===== config.mk =====
export PLATFORM = sky130hd
export DESIGN_NAME = pcarb_sqrt
export DESIGN_NICKNAME = d
export VERILOG_FILES = /design/src/rtl/core/pcarb_pkg.sv /design/src/rtl/core/pcarb_sqrt.sv
export SDC_FILE = /design/constraint.sdc
export NUM_CORES = 1
export LEC_CHECK = 0
export ABC_AREA = 1
export ABC_CLOCK_PERIOD_IN_PS = 10700
export BUFFER_PORTS_ARGS = -buffer_cell sky130_fd_sc_hd__buf_4
export CAP_MARGIN = 20
export CORE_ASPECT_RATIO = 0.9
export CORE_MARGIN = 8
export CORE_UTILIZATION = 67
export CTS_BUF_LIST = sky130_fd_sc_hd__clkbuf_2
export DETAILED_ROUTE_END_ITERATION = 8
export PLACE_DENSITY = 0.81
export SLEW_MARGIN = 20
export SYNTH_ARGS = -nofsm -noshare
export SYNTH_HDL_FRONTEND = slang
export SYNTH_SLANG_ARGS = --single-unit

===== constraint.sdc =====
create_clock -name clk -period 10.7 [get_ports clk]
set_clock_uncertainty 0.1 [all_clocks]
set_input_delay 1.605 -clock clk [delete_from_list [all_inputs] [get_ports clk]]
set_output_delay 1.605 -clock clk [all_outputs]
set_load 0.005 [all_outputs]

===== src/rtl/core/pcarb_pkg.sv =====
package pcarb_pkg;

  typedef enum logic {
    OP_POINT = 1'b0,
    OP_READ  = 1'b1
  } op_t;

  localparam int unsigned CFG_HALF_FOV  = 0;
  localparam int unsigned CFG_BIN_SCALE = 1;

  localparam int unsigned ATAN_LEN  = 24;
  localparam int unsigned PRE_SHIFT = 12;
  localparam logic signed [23:0] HALF_PI_Q20 = 24'sd1647099;

  // CORDIC vector width: 17-bit magnitude shifted by 12, plus gain headroom.
  localparam int unsigned CW = 32;
  localparam int unsigned AW = 24;

  typedef enum logic [2:0] {
    ST_IDLE,
    ST_ITER,
    ST_BIN,
    ST_SQRT,
    ST_READ,
    ST_WRITE,
    ST_CLEAR
  } state_t;

  function automatic logic signed [AW-1:0] atan_q20(input logic [4:0] i);
    logic signed [AW-1:0] r;
    case (i)
      5'd0:  r = 24'sd823550;
      5'd1:  r = 24'sd486170;
      5'd2:  r = 24'sd256879;
      5'd3:  r = 24'sd130396;
      5'd4:  r = 24'sd65451;
      5'd5:  r = 24'sd32757;
      5'd6:  r = 24'sd16383;
      5'd7:  r = 24'sd8192;
      5'd8:  r = 24'sd4096;
      5'd9:  r = 24'sd2048;
      5'd10: r = 24'sd1024;
      5'd11: r = 24'sd512;
      5'd12: r = 24'sd256;
      5'd13: r = 24'sd128;
      5'd14: r = 24'sd64;
      5'd15: r = 24'sd32;
      5'd16: r = 24'sd16;
      5'd17: r = 24'sd8;
      5'd18: r = 24'sd4;
      5'd19: r = 24'sd2;
      5'd20: r = 24'sd1;
      default: r = '0;
    endcase
    return r;
  endfunction

endpackage


===== src/rtl/core/pcarb_sqrt.sv =====
// Bit-serial rounded square root of a 32-bit sum, one result bit per cycle.
module pcarb_sqrt (
  input  logic        clk,
  input  logic        rst,
  input  logic        start,
  input  logic [31:0] radicand,
  output logic        done,
  output logic [15:0] root
);
  import pcarb_pkg::*;

  logic [31:0] s;
  logic [16:0] r;
  logic [4:0]  bit_idx;
  logic        busy;
  logic        fin;
  logic [16:0] trial;
  logic [33:0] trial_sq;
  logic [33:0] rem;

  assign trial    = r | (17'd1 << bit_idx);
  assign trial_sq = trial * trial;
  assign rem      = {2'b00, s} - r * r;

  always_ff @(posedge clk) begin
    if (rst) begin
      busy <= 1'b0;
      fin  <= 1'b0;
      done <= 1'b0;
    end else begin
      done <= 1'b0;
      if (start) begin
        busy    <= 1'b1;
        fin     <= 1'b0;
        s       <= radicand;
        r       <= '0;
        bit_idx <= 5'd16;
      end else if (busy) begin
        if (trial_sq <= {2'b00, s}) r <= trial;
        if (bit_idx == 5'd0) begin
          busy <= 1'b0;
          fin  <= 1'b1;
        end else begin
          bit_idx <= bit_idx - 5'd1;
        end
      end else if (fin) begin
        fin  <= 1'b0;
        done <= 1'b1;
        if (rem > {17'd0, r}) begin
          root <= (r + 17'd1 > 17'hFFFF) ? 16'hFFFF : 16'(r + 17'd1);
        end else begin
          root <= (r > 17'hFFFF) ? 16'hFFFF : r[15:0];
        end
      end
    end
  end
endmodule


==> results.json, run 1 <==
{
  "fp.dieW_um": 212,
  "cts_buffers": 9,
  "ys_types": 49,
  "post-cts-setup-buffer-count": 0,
  "reg2reg_to": "r[10]",
  "synth_top_area_share_pct": 36.6,
  "final_hold_viol_count": 0,
  "cts_tree": "yes",
  "drcViolationCount": 0,
  "hpwl_mm": 50.2,
  "grt_pass1_vias": 19100,
  "synth.largest_area_cell": "fa_1",
  "hold_buffers": 0,
  "dieArea_um2": 41000,
  "ys_seq_area_share_pct": 9.29,
  "required_ps": 10930,
  "die_y_um": 193,
  "grt_pass1_wl_mm": 96.0,
  "ys_seq_elements": 73,
  "clk_pin_slew_ps": 250,
  "synthXorXnorAreaFrac_pct": 2.82,
  "r2r_start": "r[2]",
  "hold_ws_ps": 434,
  "gr-total-overflow": 0,
  "finalCritPeriodShare_pct": 89.9,
  "cts_resized": 0,
  "crit_buf_inv": 6,
  "rsz0062_at_grt": "no",
  "tightestPinTransition_ps": 1090,
  "synth-adder-area-share_pct": 51.8,
  "antenna_found_initial": 1,
  "synth_top_family_by_area": "adder cells",
  "worst_r2r_path_depth": 36,
  "hold_depth": 2,
  "cp_max_fo": 21,
  "cts_sinks": 73,
  "gp_congestion": 0.985,
  "final_antenna_net_count": 0,
  "synth_edf_count": 70,
  "nets": 3653,
  "critPathSlowestCell": "edfxtp_1",
  "ys.warnings.count": 0,
  "timing_worst_setup_path_type": "reg -> reg",
  "crit_start": "r[2]",
  "worst-path-stages": 36,
  "final_util_pct": 70.8,
  "muxShareOfSynthArea_pct": 0,
  "status": "finished, final reports clean",
  "cp_common_cell": "nand2_1",
  "post_drt_wl_per_cell_um": 17.3,
  "syn-num-nets": 3642,
  "cp-endpoint": "r[10]",
  "drv_cap": 0,
  "synthTopCellsByArea": "fa_1 (37%), ha_1 (15%), inv_1 (14%)",
  "fmax_ghz": 0.104,
  "htreeDepth": 3,
  "timing.final.max_slew_violations": 0,
  "vias_per_cell": 5.43,
  "critPathLaunchType": "flop",
  "cts_root_buf": "clkbuf_2",
  "port_buffers": 51,
  "postLayoutSetupSlackWorst_ps": 1080,
  "period_needed_ps": 9620,
  "setup_tns_ps": 0,
  "synth_flop_cell": "edfxtp_1",
  "start_util_pct": 68.2,
  "cpPeakStageDelay_ps": 820,
  "grt_use_total_pct": 29.8,
  "first_iter_violations": 1839,
  "cp_data_arrival_time_ps": 9850,
  "firstDrtPassIters": 6,
  "r2r_slack_ps": 1080,
  "synth_area_um2": 23300,
  "syn2layout_area_growth_pct": 3.88,
  "io_pins": 52,
  "setup_viol": 0,
  "relSlewSlack_pct": 27.3,
  "clkLatencyLatePin_ps": 720,
  "synthTopCellsByCount": "inv_1 (867), nand2_1 (603), fa_1 (425)",
  "cp_top_family": "adder cells",
  "rows": 64,
  "layout-drive-gt1-share_pct": 3.88,
  "syn_inst": 2899,
  "avgSynthCellArea_um2": 8.03,
  "async_flop_share_pct": 0,
  "wirelength_mm": 58.5,
  "synth.most_common_cell": "inv_1",
  "worst_setup_path_end_kind": "flop",
  "core_area_um2": 34100,
  "cts_buffer_depth": 2,
  "place_ws_ps": 1310,
  "synth-compound-area-share_pct": 4.68,
  "vias": 18400,
  "grt_start_max_net_pins": 34,
  "hold_class": "reg -> reg",
  "synthSimpleGateAreaFrac_pct": 16.0
}
[worst min path at each step]
stage / startpoint / to / slack (ps)
2_1_floorplan: fin / done / 340
3_3_place_gp: fin / done / 380
3_5_place_dp: fin / done / 390
4_1_cts: fin / done / 420
5_1_grt: fin / done / 450
6_report: fin / done / 430
[stage by stage]
stage / instance area (um^2) / instances
after floorplan: 23300 / 2899
after global placement: 24000 / 3360
after detailed placement: 24000 / 3360
after CTS: 24100 / 3376
after global routing: 24200 / 3378
final: 24200 / 3378
[registers in the layout (all words and copies together) (netlist names)]
register / count
s: 32
r: 17
busy: 1
done: 1
fin: 1
bit_idx: 5
root: 16
[worst register-to-register path: cells and delay by family (launching register included)]
kind                       cells  cell delay [ps]
AOI/OAI and AO/OA              3             1170
xor gates and xnor gates       1              140
adders and majority gates      8             3650
buffers and inverters          6              950
DFF                            1              820
and+or+nand+nor               18             2390
[layout by cell type, fill, tap and decap left out, types with 4 or more instances in the layout]
cell	synthesis	final
a21o_1	6	6
a21oi_1	110	110
a31oi_1	4	4
buf_4	6	60
clkbuf_2	0	9
clkinv_1	12	12
edfxtp_1	70	70
fa_1	425	425
ha_1	283	283
inv_1	867	867
inv_2	6	6
nand2_1	603	603
nand2_2	8	8
nand3_1	74	74
nand3b_1	11	11
nand4_1	16	16
nor2_1	143	142
nor2_2	6	6
nor3_1	20	19
o21a_1	4	4
o21ai_0	50	50
o21bai_1	9	9
xnor2_1	23	23
xor2_1	52	52
[layer usage]
layer  part of all wire [%]  global-route usage (%)  wire (um)  up-vias
li1                       -                       -          -     8504
met1                     43                    41.9      25300     9022
met2                     46                    48.2      27200      739
met3                    8.0                    4.29       4670       89
met4                    2.3                    8.25       1350        0
met5                      0                       0          0        -
[layout make-up]
class / count / area [um^2]
tap: 462 / 578
inverter: 885 / 3320
clock buffer: 9 / 45.0
antenna: 1 / 2.50
multi-input combinational: 1880 / 17500
fill: 2709 / 9950
clock inverter: 7 / 60.1
timing repair buffer: 61 / 478
sequential: 73 / 2160
[kinds of logic (layout without fill, tap and decap cells)]
family / after synthesis / count (layout)
AO/OA/AOI/OAI: 199 / 199
XOR/XNOR: 75 / 75
adder cells (fa/ha/maj): 708 / 708
buffers and inverters: 946 / 962
flip-flops: 73 / 73
other: 0 / 1
AND/OR/NAND/NOR: 898 / 898
Power of run 1 is not shown: default switching activity piles up to over one toggle a cycle in this logic, so the estimate is an artifact.
==> run 2, diff against run 1 <==
--- a/config.mk
+++ b/config.mk
@@ -6,7 +6,7 @@
 export NUM_CORES = 1
 export LEC_CHECK = 0
 export ABC_AREA = 1
-export ABC_CLOCK_PERIOD_IN_PS = 10700
+export ABC_CLOCK_PERIOD_IN_PS = 9150
 export BUFFER_PORTS_ARGS = -buffer_cell sky130_fd_sc_hd__buf_4
 export CAP_MARGIN = 20
 export CORE_ASPECT_RATIO = 0.9
@@ -14,6 +14,7 @@
 export CORE_UTILIZATION = 67
 export CTS_BUF_LIST = sky130_fd_sc_hd__clkbuf_2
 export DETAILED_ROUTE_END_ITERATION = 8
+export GPL_TIMING_DRIVEN = 0
 export PLACE_DENSITY = 0.81
 export SLEW_MARGIN = 20
 export SYNTH_ARGS = -nofsm -noshare
==> constraint.sdc (replaced) <==
create_clock -name clk -period 9.15 [get_ports clk]
set_clock_uncertainty 0.1 [all_clocks]
set_input_delay 1.3725 -clock clk [delete_from_list [all_inputs] [get_ports clk]]
set_output_delay 1.3725 -clock clk [all_outputs]
set_load 0.005 [all_outputs]
==> run 2 against run 1 <==
  * Global-route usage up 1.4 points
  * Sequential share of layout area down 0.25 points
  * Die area unchanged
  * Setup slack worse by 860 ps
  * Register-to-register slack worse by 860 ps
  * Critical path depth down 1
  * First-iteration DRC count down 0.16%
  * Via count up 3.0%
  * Highest routed layer unchanged
==> results.json, run 2 (synthesized netlist as in run 1, its figures left out) <==
{
  "syn2layout_area_growth_pct": 6.84,
  "grt_pass1_wl_mm": 98.6,
  "largest_reg_flops": 32,
  "hpwl_mm": 53.2,
  "r2r_slack_ps": 230,
  "critPathLaunchType": "flop",
  "die_y_um": 193,
  "cp_data_arrival_time_ps": 9240,
  "vias": 18900,
  "grt_start_max_net_pins": 18,
  "cts_root_buf": "clkbuf_2",
  "first_iter_violations": 1836,
  "finalCritPeriodShare_pct": 97.5,
  "grt_pass1_vias": 19300,
  "setup_viol": 0,
  "postLayoutSetupSlackWorst_ps": 226,
  "cpPeakStageDelay_ps": 550,
  "fp.dieW_um": 212,
  "core_area_um2": 34100,
  "drcViolationCount": 0,
  "io_pins": 52,
  "rows": 64,
  "cts_buffers": 9,
  "final_area_um2": 24900,
  "r2r_start": "bit_idx[0]",
  "clk_pin_slew_ps": 190,
  "cts_tree": "yes",
  "place_ws_ps": -983,
  "required_ps": 9470,
  "post_drt_wl_per_cell_um": 17.9,
  "regMostFlops": "s",
  "hold_ws_ps": 428,
  "dieArea_um2": 41000,
  "timing.final.max_slew_violations": 0,
  "post_dp_cell_area_um2": 24300,
  "port_buffers": 51,
  "reg2reg_to": "r[7]",
  "firstDrtPassIters": 5,
  "worst_setup_path_end_kind": "flop",
  "htreeDepth": 3,
  "worst_r2r_path_depth": 35,
  "status": "finished, final reports clean",
  "layout_common_cells": "inv_1 (861), nand2_1 (602), fa_1 (425), ha_1 (282), nor2_1 (138)",
  "antenna_found_initial": 1,
  "period_needed_ps": 8920,
  "gp_congestion": 0.957,
  "relSlewSlack_pct": 45.1,
  "timing_worst_setup_path_type": "reg -> reg",
  "start_util_pct": 68.2,
  "final_cell_count_no_fill": 3449,
  "final_hold_viol_count": 0,
  "hold_class": "reg -> reg",
  "nets": 3724,
  "cp-endpoint": "r[7]",
  "fmax_ghz": 0.112,
  "gr-total-overflow": 0,
  "clkLatencyLatePin_ps": 720,
  "wirelength_mm": 61.6,
  "hold_depth": 2,
  "top_regs": "s x32, r x17, root x16",
  "grt_use_total_pct": 31.2,
  "cp_max_fo": 10,
  "cts_sinks": 73,
  "place_inst": 3414,
  "cts_buffer_depth": 2,
  "layout-drive-gt1-share_pct": 6.66,
  "drv_cap": 0,
  "final_antenna_net_count": 0,
  "tightestPinTransition_ps": 824,
  "crit_start": "bit_idx[0]",
  "vias_per_cell": 5.48,
  "final_common_cell": "inv_1",
  "critPathSlowestCell": "fa_1"
}
[run 2: cell count changes in the layout (fill, tap and decap cells not counted), sizes merged]
| cell | delta |
|---|---|
| nand2 | +2 |
| clkinv | -7 |
| clkbuf | +30 |
| bufinv | +3 |
| buf | +40 |
| inv | -1 |
| clkinvlp | +4 |
[run 2: per-stage QoR]
stage | setup TNS [ps] | util, %
after detailed placement | -16700 | 71.2
after global placement | -15280 | 71.0
final | 0 | 72.9
after global routing | -1100 | 72.9
after floorplan | 0 | -
after CTS | 0 | 71.8
[run 2: worst max-delay path: cells and delay by family (launching register included)]
kind | cells | cell delay [ps]
compound gates | 4 | 660
xor+xnor | 1 | 130
fa+ha+maj | 9 | 4050
buf+inv | 7 | 990
flops | 1 | 480
simple gates | 14 | 2240
[run 2: layout make-up]
| class | instances | area, um^2 |
|---|---|---|
| clock inverters | 6 | 82.6 |
| repair buffers | 71 | 591 |
| well taps | 462 | 578 |
| multi-input cells | 1882 | 17700 |
| diodes | 1 | 2.50 |
| clock buffers | 10 | 50.0 |
| flip-flops and latches | 73 | 2160 |
| inverters | 885 | 3360 |
| plain buffers | 59 | 309 |
| fillers | 2628 | 9260 |
[run 2: worst min path at each step]
stage / start / end / slack [ps]
floorplan: fin / done / 340
global placement: fin / done / 360
detailed placement: fin / done / 380
CTS: fin / done / 410
global route: fin / done / 460
finish: fin / done / 430
[run 2: layer usage]
layer  wire length [um]  track usage, %
met2              27600            48.0
met4               1960            10.6
met3               6850            6.35
met1              25100            43.9
met5                  0               0
[run 2: timing repair]
| item | CTS | global route |
|---|---|---|
| cloned | 0 | 2 |
| endpoints found under the setup margin | 17 | 17 |
| pin swaps | 0 | 8 |
| endpoints found under the hold margin | 0 | 0 |
| setup buffers | 0 | 18 |
| hold buffers | 0 | 0 |
| gates resized for setup | 35 | 73 |
Power of run 2 is left out for the same reason.
==> run 3, diff against run 2 <==
--- a/config.mk
+++ b/config.mk
@@ -11,11 +11,11 @@
 export CAP_MARGIN = 20
 export CORE_ASPECT_RATIO = 0.9
 export CORE_MARGIN = 8
-export CORE_UTILIZATION = 67
+export CORE_UTILIZATION = 38
 export CTS_BUF_LIST = sky130_fd_sc_hd__clkbuf_2
 export DETAILED_ROUTE_END_ITERATION = 8
 export GPL_TIMING_DRIVEN = 0
-export PLACE_DENSITY = 0.81
+export PLACE_DENSITY = 0.5
 export SLEW_MARGIN = 20
 export SYNTH_ARGS = -nofsm -noshare
 export SYNTH_HDL_FRONTEND = slang
==> run 3 against run 2 <==
  * First-iteration DRC count fell by 28%
  * Utilization shrank 31 points
  * Non-clock buffer count rose by 3
  * Hold slack better by 28 ps
  * Critical path depth rose by 1
  * Sequential share of layout area decreased by 0.19 points
  * Final cell count up 9.7%
  * Sequential cell count stayed put
  * Global-route usage fell by 12 points
==> results.json, run 3 (synthesized netlist as in run 1, its figures left out) <==
{
  "status": "finished, final reports clean",
  "cts_root_buf": "clkbuf_2",
  "hold_buffers": 0,
  "hold_depth": 3,
  "nets": 3727,
  "cts_sinks": 73,
  "timing_worst_setup_path_type": "reg -> reg",
  "timing.final.max_slew_violations": 0,
  "finalCritPeriodShare_pct": 96.1,
  "reg2reg_to": "r[0]",
  "tightestPinTransition_ps": 850,
  "grt_use_total_pct": 19.3,
  "place_inst": 3744,
  "clkLatencyLatePin_ps": 680,
  "cts_tree": "yes",
  "hpwl_mm": 58.7,
  "gr-total-overflow": 0,
  "top_regs": "s x32, r x17, root x16",
  "first_iter_violations": 1325,
  "dieArea_um2": 69400,
  "fmax_ghz": 0.114,
  "htreeDepth": 3,
  "required_ps": 9470,
  "period_needed_ps": 8790,
  "final_antenna_net_count": 0,
  "largest_reg_flops": 32,
  "grt_pass1_vias": 18600,
  "cp_data_arrival_time_ps": 9110,
  "relSlewSlack_pct": 43.3,
  "gp_congestion": 0.937,
  "place_ws_ps": -1600,
  "grt_pass1_wl_mm": 105,
  "port_buffers": 51,
  "clk_pin_slew_ps": 230,
  "multi_input_area_um2": 17800,
  "final_hold_viol_count": 0,
  "setup_viol": 0,
  "hold_ws_ps": 456,
  "regMostFlops": "s",
  "hold_class": "reg -> reg",
  "start_util_pct": 38.2,
  "fill_cells": 6310,
  "worst_r2r_path_depth": 36,
  "cp_max_fo": 10,
  "final_common_cell": "inv_1",
  "post_drt_wl_per_cell_um": 17.9,
  "fp.dieW_um": 277,
  "drv_cap": 0,
  "layout_common_cells": "inv_1 (861), nand2_1 (601), fa_1 (425), ha_1 (281), nor2_1 (136)",
  "cpPeakStageDelay_ps": 560,
  "rows": 86,
  "cts_buffers": 9,
  "firstDrtPassIters": 7,
  "antenna_found_initial": 1,
  "worst_setup_path_end_kind": "flop",
  "grt_start_max_net_pins": 19,
  "layout-drive-gt1-share_pct": 7.23,
  "crit_start": "bit_idx[0]",
  "final_cell_count_no_fill": 3782,
  "io_pins": 52,
  "syn2layout_area_growth_pct": 9.18,
  "postLayoutSetupSlackWorst_ps": 360,
  "cp-endpoint": "r[0]",
  "critPathLaunchType": "flop",
  "final_util_pct": 41.7,
  "ff_latch_area_um2": 2160,
  "r2r_start": "bit_idx[0]",
  "die_y_um": 251,
  "vias_per_cell": 4.84,
  "core_area_um2": 60900,
  "r2r_slack_ps": 360,
  "critPathSlowestCell": "fa_1",
  "drcViolationCount": 0,
  "vias": 18300,
  "cts_buffer_depth": 2,
  "wirelength_mm": 67.6
}
## run 3: cell type report
class	instances	share of cell area (%)
timing repair buffer	73	2.33
inverter	885	13.2
clock inverter	7	0.369
antenna	1	0.00985
clock buffer	9	0.177
tap	792	3.90
multi-input combinational	1882	70.2
sequential	73	8.51
buffer	60	1.29
## run 3: worst min-delay path by stage
stage,from,to
2_1_floorplan,fin,done
3_3_place_gp,fin,done
3_5_place_dp,fin,done
4_1_cts,fin,done
5_1_grt,fin,done
6_report,busy,done
## run 3: metal layers
layer / GRT usage [%] / wire length (um) / vias to the layer above
li1: - / - / 8689
met1: 29.3 / 32600 / 9029
met2: 29.2 / 29400 / 546
met3: 3.26 / 4770 / 42
met4: 3.05 / 741 / 0
met5: 0 / 0 / -
## run 3: per-stage QoR
step / area [um^2] / setup TNS [ps]
floorplan: 23300 / 0
global placement: 24600 / -26100
detailed placement: 24700 / -27130
CTS: 24900 / 0
global route: 25400 / -231
finish: 25400 / 0
## run 3: worst max-delay path: cells and delay by family (launching register included)
family                   cells  cell delay (ps)
flip-flops                   1              490
adder cells (fa/ha/maj)      9             4120
XOR/XNOR                     1              100
AND/OR/NAND/NOR             14             2120
AO/OA/AOI/OAI                4              520
buffers and inverters        8             1060
## run 3: what timing repair did
action,4_1_cts,5_1_grt
resized for setup,46,94
gates cloned,0,2
pin swaps,0,10
buffers inserted,1,19
setup endpoints to repair,17,17
Power of run 3 is left out for the same reason.
